`config.mk`:
```
export PLATFORM = sky130hd
export DESIGN_NAME = utf8_text_statistics
export DESIGN_NICKNAME = d
export VERILOG_FILES = /design/src/rtl/core/uts_pkg.sv /design/src/rtl/core/uts_sat_counter.sv /design/src/rtl/core/uts_decode_step.sv /design/src/rtl/core/utf8_text_statistics.sv
export SDC_FILE = /design/constraint.sdc
export NUM_CORES = 1
export LEC_CHECK = 0
export BUFFER_PORTS_ARGS = -buffer_cell sky130_fd_sc_hd__buf_2
export CAP_MARGIN = 15
export CORE_MARGIN = 5
export CORE_UTILIZATION = 50
export DETAILED_ROUTE_END_ITERATION = 6
export PLACE_DENSITY = 0.77
export REMOVE_ABC_BUFFERS = 1
export SYNTH_ARGS = -nofsm -noshare
export SYNTH_HDL_FRONTEND = slang
export SYNTH_SLANG_ARGS = --single-unit
export TNS_END_PERCENT = 1
```
`constraint.sdc`:
```
create_clock -name i_clk -period 28.6 [get_ports i_clk]
set_input_delay 8.58 -clock i_clk [delete_from_list [all_inputs] [get_ports i_clk]]
set_output_delay 8.58 -clock i_clk [all_outputs]
set_load 0.02 [all_outputs]
```
`src/rtl/core/uts_pkg.sv`:
```
package uts_pkg;

    // Input transaction: one byte of text with its line-end flag
    typedef struct packed {
        logic [7:0] data_byte;
        logic       line_end;
    } t_in;

    // Output transaction: running totals, low 32 bits of each counter
    typedef struct packed {
        logic [31:0] total_lines;
        logic [31:0] total_bytes;
        logic [31:0] total_words;
        logic [31:0] total_codepoints;
        logic [31:0] total_arabic;
    } t_out;

    // Sequencer states
    typedef enum logic [1:0] {
        S_IDLE,
        S_RUN,
        S_HOLD
    } t_state;

    localparam int unsigned CP_W = 21;

    // Result of one pass of the decode step
    typedef struct packed {
        logic             cp_valid;
        logic             arabic;
        logic             wr_en;
        logic [1:0]       fill_next;
        logic             replay;
        logic [1:0]       replay_len;
        logic [2:0][7:0]  replay_bytes;
    } t_step;

    // Byte classes
    localparam logic [7:0] MASK_2B = 8'hE0;
    localparam logic [7:0] LEAD_2B = 8'hC0;
    localparam logic [7:0] MASK_3B = 8'hF0;
    localparam logic [7:0] LEAD_3B = 8'hE0;
    localparam logic [7:0] MASK_4B = 8'hF8;
    localparam logic [7:0] LEAD_4B = 8'hF0;
    localparam logic [1:0] CONT_TAG = 2'b10;

    // Arabic ranges
    localparam logic [CP_W-1:0] AR0_LO = 21'h00600;
    localparam logic [CP_W-1:0] AR0_HI = 21'h006FF;
    localparam logic [CP_W-1:0] AR1_LO = 21'h00750;
    localparam logic [CP_W-1:0] AR1_HI = 21'h0077F;
    localparam logic [CP_W-1:0] AR2_LO = 21'h008A0;
    localparam logic [CP_W-1:0] AR2_HI = 21'h008FF;
    localparam logic [CP_W-1:0] AR3_LO = 21'h0FB50;
    localparam logic [CP_W-1:0] AR3_HI = 21'h0FDFF;
    localparam logic [CP_W-1:0] AR4_LO = 21'h0FE70;
    localparam logic [CP_W-1:0] AR4_HI = 21'h0FEFF;

    // Whitespace bytes
    localparam logic [7:0] CH_SP = 8'h20;
    localparam logic [7:0] CH_HT = 8'h09;
    localparam logic [7:0] CH_LF = 8'h0A;
    localparam logic [7:0] CH_VT = 8'h0B;
    localparam logic [7:0] CH_FF = 8'h0C;
    localparam logic [7:0] CH_CR = 8'h0D;

    // Continuation count of a lead byte; 0 for anything that is not a lead
    function automatic logic [1:0] need_of(input logic [7:0] b);
        logic [1:0] n;
        n = 2'd0;
        if ((b & MASK_2B) == LEAD_2B) begin
            n = 2'd1;
        end else if ((b & MASK_3B) == LEAD_3B) begin
            n = 2'd2;
        end else if ((b & MASK_4B) == LEAD_4B) begin
            n = 2'd3;
        end
        return n;
    endfunction

    function automatic logic is_space(input logic [7:0] b);
        return (b == CH_SP) || (b == CH_HT) || (b == CH_LF) ||
               (b == CH_CR) || (b == CH_VT) || (b == CH_FF);
    endfunction

    function automatic logic in_arabic(input logic [CP_W-1:0] cp);
        return ((cp >= AR0_LO) && (cp <= AR0_HI)) ||
               ((cp >= AR1_LO) && (cp <= AR1_HI)) ||
               ((cp >= AR2_LO) && (cp <= AR2_HI)) ||
               ((cp >= AR3_LO) && (cp <= AR3_HI)) ||
               ((cp >= AR4_LO) && (cp <= AR4_HI));
    endfunction

endpackage

```
`src/rtl/core/uts_sat_counter.sv`:
```
module uts_sat_counter
    import uts_pkg::*;
#(
    parameter int unsigned W = 32
) (
    input  logic         i_clk,
    input  logic         i_rst_n,
    input  logic         i_inc,
    output logic [W-1:0] o_count,
    output logic [W-1:0] o_next
);

    logic [W-1:0] r_count;
    logic [W-1:0] n_count;

    // Advance unless already at the top value
    always_comb begin
        n_count = r_count;
        if (i_inc && (r_count != {W{1'b1}})) begin
            n_count = r_count + W'(1);
        end
    end

    always_ff @(posedge i_clk) begin
        if (!i_rst_n) begin
            r_count <= '0;
        end else begin
            r_count <= n_count;
        end
    end

    assign o_count = r_count;
    assign o_next  = n_count;

endmodule

```
`src/rtl/core/uts_decode_step.sv`:
```
module uts_decode_step
    import uts_pkg::*;
(
    input  logic [3:0][7:0] i_window,
    input  logic [1:0]      i_fill,
    input  logic [7:0]      i_byte,
    input  logic            i_last,
    output t_step           o_step
);

    logic [1:0]      need;
    logic [3:0][7:0] cat;
    logic            ok;
    logic [CP_W-1:0] cp;

    // Window as it stands with the new byte placed at the fill position
    always_comb begin
        cat         = i_window;
        cat[i_fill] = i_byte;
        need        = need_of(i_window[0]);
    end

    // Check continuations and assemble the codepoint of a complete sequence
    always_comb begin
        ok = (cat[1][7:6] == CONT_TAG) &&
             ((need < 2'd2) || (cat[2][7:6] == CONT_TAG)) &&
             ((need < 2'd3) || (cat[3][7:6] == CONT_TAG));
        case (need)
            2'd1:    cp = {10'd0, cat[0][4:0], cat[1][5:0]};
            2'd2:    cp = {5'd0, cat[0][3:0], cat[1][5:0], cat[2][5:0]};
            2'd3:    cp = {cat[0][2:0], cat[1][5:0], cat[2][5:0], cat[3][5:0]};
            default: cp = '0;
        endcase
    end

    // Decide what this byte does to the window
    always_comb begin
        o_step              = '0;
        o_step.fill_next    = i_fill;
        o_step.replay_bytes = cat[3:1];
        o_step.replay_len   = need;
        if (i_fill == 2'd0) begin
            if (!i_byte[7]) begin
                o_step.cp_valid = 1'b1;
                o_step.arabic   = in_arabic({13'd0, i_byte});
            end else if ((need_of(i_byte) != 2'd0) && !i_last) begin
                o_step.wr_en     = 1'b1;
                o_step.fill_next = 2'd1;
            end
        end else begin
            o_step.wr_en = 1'b1;
            if (i_fill < need) begin
                // Still short of continuations: drop the partial sequence at line end
                o_step.fill_next = i_last ? 2'd0 : i_fill + 2'd1;
            end else begin
                o_step.fill_next = 2'd0;
                if (ok) begin
                    o_step.cp_valid = 1'b1;
                    o_step.arabic   = in_arabic(cp);
                end else begin
                    o_step.replay = 1'b1;
                end
            end
        end
    end

endmodule

```
`src/rtl/core/utf8_text_statistics.sv`:
```
// UTF-8 text statistics. Takes one byte per transaction, with line_end on the last byte of
// each line, and keeps saturating totals of lines, bytes, words, codepoints and codepoints in
// the Arabic ranges; at each line end one output transaction carries all five totals. An
// accepted byte goes into a three-entry byte queue and a shared decode step then handles one
// queued byte per cycle against a four-byte window; no new byte is accepted until the queue
// is empty. When a lead byte's continuations turn out bad, the bytes after the lead go back
// to the head of the queue and are decoded again, one per cycle; replays can nest. A line
// end result that finds the output register still occupied waits there until it is taken;
// the next byte is accepted while a finished result waits otherwise.
module utf8_text_statistics
    import uts_pkg::*;
#(
    parameter int unsigned COUNT_WIDTH = 32
) (
    input  logic i_clk,
    input  logic i_rst_n,
    input  logic i_in_valid,
    output logic o_in_ready,
    input  t_in  i_in_data,
    output logic o_out_valid,
    input  logic i_out_ready,
    output t_out o_out_data
);

    t_state          r_state;
    t_state          n_state;
    logic [2:0][7:0] r_q;
    logic [2:0][7:0] n_q;
    logic [1:0]      r_qcount;
    logic [1:0]      n_qcount;
    logic            r_last;
    logic [3:0][7:0] r_window;
    logic [1:0]      r_fill;
    logic            r_inside;
    logic            r_out_valid;
    t_out            r_out;

    logic  in_acc;
    logic  run;
    logic  out_free;
    logic  fin;
    logic  load_out;
    t_step step;

    logic [COUNT_WIDTH-1:0] cnt_lines, cnt_bytes, cnt_words, cnt_cp, cnt_ar;
    logic [COUNT_WIDTH-1:0] nxt_lines, nxt_bytes, nxt_words, nxt_cp, nxt_ar;

    // Shared decode step on the head of the queue
    uts_decode_step u_step (
        .i_window (r_window),
        .i_fill   (r_fill),
        .i_byte   (r_q[0]),
        .i_last   (r_last && (r_qcount == 2'd1)),
        .o_step   (step)
    );

    // Queue update: load, pop, or push replayed bytes to the front
    always_comb begin
        n_q      = r_q;
        n_qcount = r_qcount;
        if (in_acc) begin
            n_q[0]   = i_in_data.data_byte;
            n_qcount = 2'd1;
        end else if (run) begin
            if (step.replay) begin
                case (step.replay_len)
                    2'd1:    n_q = {r_q[2], r_q[1], step.replay_bytes[0]};
                    2'd2:    n_q = {r_q[1], step.replay_bytes[1], step.replay_bytes[0]};
                    default: n_q = step.replay_bytes;
                endcase
                n_qcount = 2'({1'b0, r_qcount} + {1'b0, step.replay_len} - 3'd1);
            end else begin
                n_q      = {r_q[2], r_q[2], r_q[1]};
                n_qcount = r_qcount - 2'd1;
            end
        end
    end

    assign run      = (r_state == S_RUN);
    assign out_free = !r_out_valid || i_out_ready;
    assign fin      = run && (n_qcount == 2'd0);

    // Next state
    always_comb begin
        n_state = r_state;
        unique case (r_state)
            S_IDLE: begin
                if (in_acc) n_state = S_RUN;
            end
            S_RUN: begin
                if (fin) n_state = (r_last && !out_free) ? S_HOLD : S_IDLE;
            end
            S_HOLD: begin
                if (out_free) n_state = S_IDLE;
            end
            default: n_state = S_IDLE;
        endcase
    end

    // State outputs
    always_comb begin
        o_in_ready = 1'b0;
        load_out   = 1'b0;
        unique case (r_state)
            S_IDLE:  o_in_ready = 1'b1;
            S_RUN:   load_out   = fin && r_last && out_free;
            S_HOLD:  load_out   = out_free;
            default: o_in_ready = 1'b0;
        endcase
    end

    assign in_acc = i_in_valid && o_in_ready;

    // Running totals
    uts_sat_counter #(.W(COUNT_WIDTH)) u_lines (
        .i_clk (i_clk), .i_rst_n (i_rst_n),
        .i_inc (in_acc && i_in_data.line_end),
        .o_count (cnt_lines), .o_next (nxt_lines)
    );
    uts_sat_counter #(.W(COUNT_WIDTH)) u_bytes (
        .i_clk (i_clk), .i_rst_n (i_rst_n),
        .i_inc (in_acc),
        .o_count (cnt_bytes), .o_next (nxt_bytes)
    );
    uts_sat_counter #(.W(COUNT_WIDTH)) u_words (
        .i_clk (i_clk), .i_rst_n (i_rst_n),
        .i_inc (in_acc && !is_space(i_in_data.data_byte) && !r_inside),
        .o_count (cnt_words), .o_next (nxt_words)
    );
    uts_sat_counter #(.W(COUNT_WIDTH)) u_cp (
        .i_clk (i_clk), .i_rst_n (i_rst_n),
        .i_inc (run && step.cp_valid),
        .o_count (cnt_cp), .o_next (nxt_cp)
    );
    uts_sat_counter #(.W(COUNT_WIDTH)) u_ar (
        .i_clk (i_clk), .i_rst_n (i_rst_n),
        .i_inc (run && step.arabic),
        .o_count (cnt_ar), .o_next (nxt_ar)
    );

    // Control registers
    always_ff @(posedge i_clk) begin
        if (!i_rst_n) begin
            r_state     <= S_IDLE;
            r_qcount    <= 2'd0;
            r_fill      <= 2'd0;
            r_inside    <= 1'b0;
            r_out_valid <= 1'b0;
        end else begin
            r_state  <= n_state;
            r_qcount <= n_qcount;
            if (run) r_fill <= step.fill_next;
            // Track word boundaries; words never span a line end
            if (in_acc) begin
                r_inside <= !is_space(i_in_data.data_byte) && !i_in_data.line_end;
            end
            if (load_out) begin
                r_out_valid <= 1'b1;
            end else if (i_out_ready) begin
                r_out_valid <= 1'b0;
            end
        end
    end

    // Payload registers
    always_ff @(posedge i_clk) begin
        r_q <= n_q;
        if (in_acc) r_last <= i_in_data.line_end;
        if (run && step.wr_en) r_window[r_fill] <= r_q[0];
        if (load_out) begin
            r_out.total_lines      <= 32'(nxt_lines);
            r_out.total_bytes      <= 32'(nxt_bytes);
            r_out.total_words      <= 32'(nxt_words);
            r_out.total_codepoints <= 32'(nxt_cp);
            r_out.total_arabic     <= 32'(nxt_ar);
        end
    end

    assign o_out_valid = r_out_valid;
    assign o_out_data  = r_out;

    // The window is empty once the last byte of a line has been decoded
    a_fill_clear: assert property (@(posedge i_clk) disable iff (!i_rst_n)
        (fin && r_last) |=> (r_fill == 2'd0))
        else $error("window not empty after line end");

    // Replayed bytes plus what is left of the queue fit in the queue
    a_replay_fit: assert property (@(posedge i_clk) disable iff (!i_rst_n)
        (run && step.replay) |->
            (({1'b0, r_qcount} + {1'b0, step.replay_len}) <= 3'd4))
        else $error("replay overflows byte queue");

    // Arabic codepoints are a subset of all codepoints
    a_ar_le_cp: assert property (@(posedge i_clk) disable iff (!i_rst_n)
        cnt_ar <= cnt_cp)
        else $error("arabic total exceeds codepoint total");

    // Bytes total never falls behind lines total
    a_lines_le_bytes: assert property (@(posedge i_clk) disable iff (!i_rst_n)
        cnt_lines <= cnt_bytes)
        else $error("line total exceeds byte total");

    // Every word starts on a byte of its own
    a_words_le_bytes: assert property (@(posedge i_clk) disable iff (!i_rst_n)
        cnt_words <= cnt_bytes)
        else $error("word total exceeds byte total");

endmodule
```
==> results of run 1 <==
## final cells by class
type / count / share of cell area
Clock inverter: 21 / 0.0127
Clock buffer: 55 / 0.0614
Inverter: 40 / 0.00780
Tap cell: 442 / 0.0287
Sequential cell: 385 / 0.513
Timing Repair Buffer: 182 / 0.0485
Multi-Input combinational cell: 912 / 0.328
## sequential cells by signal, indices dropped and copies added (netlist names)
name and count:
o_out_data 160, r_window 32, u_ar.o_count 32, u_bytes.o_count 32, u_cp.o_count 32, u_lines.o_count 32, u_words.o_count 32, r_q 24
r_fill 2, r_qcount 2, r_state 2, o_out_valid 1, r_inside 1, r_last 1
## worst max-delay path: cells and delay by family
family | cells | cell delay (ns)
buffers and inverters | 3 | 1.60
and+or+nand+nor | 3 | 1.01
AOI/OAI and AO/OA | 1 | 0.23
## cells in the final DEF, fill, tap and decap left out, types with 4 or more instances in the layout
master     Yosys  routed
a21oi_1       26      26
a31oi_1        4       4
and2_1       141     141
and3_1        22      22
and4_1        16      16
buf_2         10     173
buf_4          2       9
bufinv_16      0       5
clkbuf_1      31       6
clkbuf_16      0      43
clkbuf_8       0       6
clkinv_2       0       8
dfxtp_1      168     168
edfxtp_1     217     217
ha_1          15      15
inv_1         39      39
mux2_2        35      35
mux2i_1       28      28
nand2_1      109     109
nand2b_1      18      18
nand3_1       61      61
nand3b_1       4       4
nand4_1       44      44
nor2_1        73      72
nor2b_1        7       7
nor3_1        23      23
nor4_1         6       6
o211ai_1       6       6
o21ai_0       25      25
o31ai_1        4       4
or2_2          4       4
or3_1         12      12
xnor2_1       93      93
xor2_1        55      55
## worst min-delay path by stage
stage	start	endpoint	slack [ns]	cells past startpoint
6_report	u_ar.o_count[14]	u_ar.o_count[14]	0.47	2
3_5_place_dp	u_ar.o_count[14]	u_ar.o_count[14]	0.47	2
4_1_cts	u_ar.o_count[14]	u_ar.o_count[14]	0.48	2
5_1_grt	u_ar.o_count[14]	u_ar.o_count[14]	0.49	2
2_1_floorplan	u_ar.o_count[14]	u_ar.o_count[14]	0.45	2
3_3_place_gp	u_ar.o_count[14]	u_ar.o_count[14]	0.46	2
## per-layer routing
layer | routed length [microns] | up-vias
li1 | - | 5277
met1 | 14600 | 5207
met2 | 16000 | 265
met3 | 2550 | 55
met4 | 932 | 0
met5 | 0 | -
## cells by family after synthesis
kind of cell               count (synthesis)
and+or+nand+nor                          579
DFF                                      385
xor gates and xnor gates                 148
AOI/OAI and AO/OA                        101
buffers and inverters                     87
muxes                                     69
adders and majority gates                 15
## power breakdown
group	total [mW]	switching [mW]	leakage [nW]	internal [mW]
combinational	0.0382	0.0251	3.34	0.0131
clock	0.547	0.210	0.699	0.336
sequential	0.595	0.00617	3.44	0.589
total	1.18	0.242	7.48	0.939
## through the flow
stage          worst slack [ns]  hold slack, ns  instances
2_1_floorplan             12.21           0.448       1337
3_3_place_gp              16.61           0.465       1961
3_5_place_dp              16.55           0.467       1961
4_1_cts                   17.12           0.476       2037
5_1_grt                   16.86           0.487       2037
6_report                  17.15           0.470       2037
==> results.toml, run 1 <==
[placed_design]
place_area_sq_um = 17800
dp_hpwl_mm = 23.4
io_buffers = 174
gp_congestion = 0.865

[clock_network]
clock_latency_ns = 0.52
cts_hold_buf = 0
post_cts_resized = 0
tritoncts = "built"
cts_setup_buffers = 0
clk_path_buf_depth = 3
cts_sinks = 385
cts_buffers = 41
cts_htree_levels = 2
clk_pin_slew_worst_paths_ns = 0.06
cts-root-buf = "clkbuf_16"

[setup_path]
r2r_end = "o_out_data[16]"
rr_worst_depth = 11
cp-start-kind = "input port"
cp.required_ns = 28.74
reg2reg_setup_slack_ns = 22.66
worst-setup-path-type = "in -> reg"
worstSetupStartpoint = "i_in_valid"
slowest_stage = "buf_4"
regToRegStartpoint = "r_fill[0]"
cp_slowest_stage_delay_ns = 0.79
cp-end-kind = "flop"
critPathArrivalTime_ns = 11.59
path_cells = "buf_2 > nand2_1 > a41o_1 > nand2_1 > nor2_4 > buf_4 > buf_4"
path_max_fanout = 69
crit_end = "o_out_data[16]"

[pwr]
power_mw = 1.18
leakage_nw = 7.48
power_density_nw_per_um2 = 61.3
ir_drop_uv = 40.1

[sta]
maxSlewHeadroom = 0.232
final.setup.tns_ns = 0
slew_violations = 0
grt_setup_unrepaired = "no"
fin_crit_sh = 0.400
min_period_ns = 11.45
setup_viol = 0
clock_skew_ns = 0.0127
clock.fmax_mhz = 87.3
final_hold_viol_count = 0
tightest_slew_ns = 1.15

[floorplanning]
core_area_sq_um = 32600
ios = 175
num_rows = 66
die_area_sq_um = 36800
die_width_microns = 192
start_util = 0.507
die_height_microns = 192

[detailed_routing]
post_drt_wl_per_cell_microns = 16.8
drc = 0
via_per_inst = 5.30
first_pass_iters = 5
drt-initial-drc-count = 491
drtAntennaViolNets = 0
vias = 10800
drt_wl_total_mm = 34.1

[global_route]
antenna_found_initial = 0
use_met1 = 0.244
grt_pass1_wl_mm = 55.5
grt_pass1_vias = 10800
top_usage_layer = "met2"
grt_max_degree = 104
grt.met2_usage = 0.303
grtUsageTotal = 0.186
grt-ovfl-total = 0
use_met3 = 0.0483

[yosys]
synthArstFlopShare = 0
synthMuxAreaShare = 0.0475
synth_edf_count = 217
synth_seq_cells = 385
yosysTopAreaCellShare = 0.394
synth.most_common_cell = "edfxtp_1"
yosysWarnings = 0
synth_common_cells = "edfxtp_1 (217), dfxtp_1 (168), and2_1 (141)"
avgSynthCellArea_sq_um = 12.0
yosys.area_share.simple = 0.199
synth_top_family_by_area = "simple AND/OR/NAND/NOR gates"
ys_seq_area_frac = 0.597
synth_xor_area_frac = 0.0783
synth_area_sq_um = 16500
yosys_most_used_dff = "edfxtp_1"
yosys-top-cells-area = "edfxtp_1 (39%), dfxtp_1 (20%), and2_1 (5.3%), xnor2_1 (4.9%), xor2_1 (2.9%)"
yosys.area.top_type = "edfxtp_1"
synthAdderAreaFrac = 0.0113
synth_compound_area_frac = 0.0445
netlist_instances = 1384
synth.distinct_cells = 85

[final_layout]
drive_gt1_frac = 0.208
seqCellArea_sq_um = 9880
nFillCells = 2601
antenna_cells = 0
syn_to_final_growth_pct = 16.3
nets = 1590
finalInstanceArea_sq_um = 19200
utilization = 0.590
multiInputGateArea_sq_um = 6300

[hold_path]
hold_class = "reg -> reg"

[outcome]
status = "completed"

[flow_run]
cap_violations = 0
Power figures use the tool's default switching activity.
==> inputs of run 2 (changes only) <==
==> constraint.sdc (replaced) <==
create_clock -name i_clk -period 10.66 [get_ports i_clk]
set_input_delay 3.198 -clock i_clk [delete_from_list [all_inputs] [get_ports i_clk]]
set_output_delay 3.198 -clock i_clk [all_outputs]
set_load 0.02 [all_outputs]
==> run 2 against run 1 <==
Against the previous run: hold slack improved by 0.013 ns; total power increased to 2.7 times the previous value; die area unchanged; final cell count unchanged; register-to-register slack got worse by 16 ns; global-route usage increased by 0.070 points; clock power increased to 2.7 times the previous value; sequential cell count unchanged; combinational power increased to 2.7 times the previous value; clock-buffer cell count increased by 3; clock skew decreased by 0.0011 ns; setup slack got worse by 12 ns.
==> results.toml, run 2 (synthesis results as in run 1) <==
[final_layout]
multiInputGateArea_sq_um = 6300
nFillCells = 2637
seqCellArea_sq_um = 9880
antenna_cells = 0
drive_gt1_frac = 0.207
final_common_cell = "edfxtp_1"
layout_common_cells = "edfxtp_1 (217), buf_2 (173), dfxtp_1 (168), and2_1 (141), nand2_1 (109)"
largest_reg_flops = 160
nets = 1590
syn_to_final_growth_pct = 16.4

[detailed_routing]
drtAntennaViolNets = 0
first_pass_iters = 5
drt_wl_total_mm = 34.4
drt-initial-drc-count = 674
post_drt_wl_per_cell_microns = 16.9
via_per_inst = 5.35
drc = 0
vias = 10900

[pwr]
ir_drop_uv = 106
leakage_nw = 7.49
power_density_nw_per_um2 = 165
power_mw = 3.18

[setup_path]
slowest_stage = "a2111oi_0"
regToRegStartpoint = "r_fill[0]"
path_cells = "buf_2 > or4b_1 > a21o_1 > a2111oi_0 > or3_1 > or4_4 > or2_1 > nor3_1 > xor2_1 > and2_1"
cp.required_ns = 11.07
crit_end = "u_words.o_count[31]"
crit_family = "simple AND/OR/NAND/NOR gates"
path_depth = 10
worst-setup-path-type = "in -> reg"
worstSetupStartpoint = "i_in_data[2]"
critPathArrivalTime_ns = 6.02
cp-start-kind = "input port"
cp-end-kind = "flop"
path_max_fanout = 9
cp_slowest_stage_delay_ns = 0.56
reg2reg_setup_slack_ns = 6.26
critPathBufInv = 1
rr_worst_depth = 10
r2r_end = "o_out_data[98]"

[floorplanning]
num_rows = 66
die_width_microns = 192
core_area_sq_um = 32600
die_area_sq_um = 36800
ios = 175
die_height_microns = 192
start_util = 0.507

[global_route]
grt_max_degree = 161
grtUsageTotal = 0.187
antenna_found_initial = 0
grt_pass1_wl_mm = 56.1
grt_pass1_vias = 11000
grt-ovfl-total = 0

[sta]
grt_setup_unrepaired = "no"
clock_skew_ns = 0.0116
slew_violations = 0
fin_ws_ns = 5.05
fin_crit_sh = 0.526
maxSlewHeadroom = 0.294
final_hold_viol_count = 0
final.setup.tns_ns = 0
clock.fmax_mhz = 178
tightest_slew_ns = 1.06
min_period_ns = 5.61
setup_viol = 0

[clock_network]
tritoncts = "built"
cts_sinks = 385
clk_path_buf_depth = 3
clock_latency_ns = 0.52
cts-root-buf = "clkbuf_16"
clk_pin_slew_worst_paths_ns = 0.06
cts_hold_buf = 0
post_cts_resized = 0
cts_setup_buffers = 0
cts_htree_levels = 2
cts_buffers = 41

[placed_design]
io_buffers = 174
pre_cts_ws_ns = 4.64
dp_hpwl_mm = 23.5
gp_congestion = 0.858

[hold_path]
hp-start = "u_ar.o_count[14]"
hold_class = "reg -> reg"

[flow_run]
cap_violations = 0

[outcome]
status = "completed"
-- run 2: changes by cell type in the layout (fill, tap and decap cells not counted), sizes merged --
cell and delta:
inv -2, buf -1, clkbuf +4, clkinvlp -3, clkinv +2
-- run 2: worst min-delay path, delay by kind of cell (launching register included) --
kind / cells / cell delay, ns
muxes: 1 / 0.05
DFF: 1 / 0.33
and+or+nand+nor: 1 / 0.06
-- run 2: layout make-up --
type,count,share of cell area
tap,442,0.0287
inverter,40,0.00779
multi-input combinational,912,0.327
clock buffer,58,0.0634
clock inverter,18,0.0111
sequential,385,0.513
timing repair buffer,182,0.0490
-- run 2: worst min path at each step --
stage | endpoint | cells past startpoint
2_1_floorplan | u_ar.o_count[14] | 2
3_3_place_gp | r_inside | 2
3_5_place_dp | r_inside | 2
4_1_cts | u_ar.o_count[14] | 2
5_1_grt | u_ar.o_count[14] | 2
6_report | u_ar.o_count[14] | 2
-- run 2: where the power goes --
group	leakage, nW	total, mW	switching, mW	internal [mW]
registers	3.44	1.60	0.0170	1.58
clock network	0.714	1.48	0.556	0.919
logic	3.34	0.103	0.0673	0.0354
total	7.49	3.18	0.641	2.54
-- run 2: metal layers --
metal / global-route usage / wire length, microns / part of all wire / vias to the layer above
met1: 0.238 / 14800 / 0.43 / 5259
met3: 0.0485 / 2410 / 0.070 / 72
met4: 0.0671 / 1120 / 0.033 / 0
met5: 0 / 0 / 0 / -
met2: 0.309 / 16100 / 0.47 / 294
li1: - / - / - / 5266
-- run 2: per-stage QoR --
step / hold WS, ns / std cells / utilization / instance area [sq um]
after global routing: 0.511 / 2037 / 0.591 / 19300
after global placement: 0.462 / 1960 / 0.546 / 17800
final: 0.482 / 2037 / 0.591 / 19300
after CTS: 0.486 / 2036 / 0.590 / 19300
after floorplan: 0.448 / 1337 / - / 16300
after detailed placement: 0.473 / 1960 / 0.546 / 17800
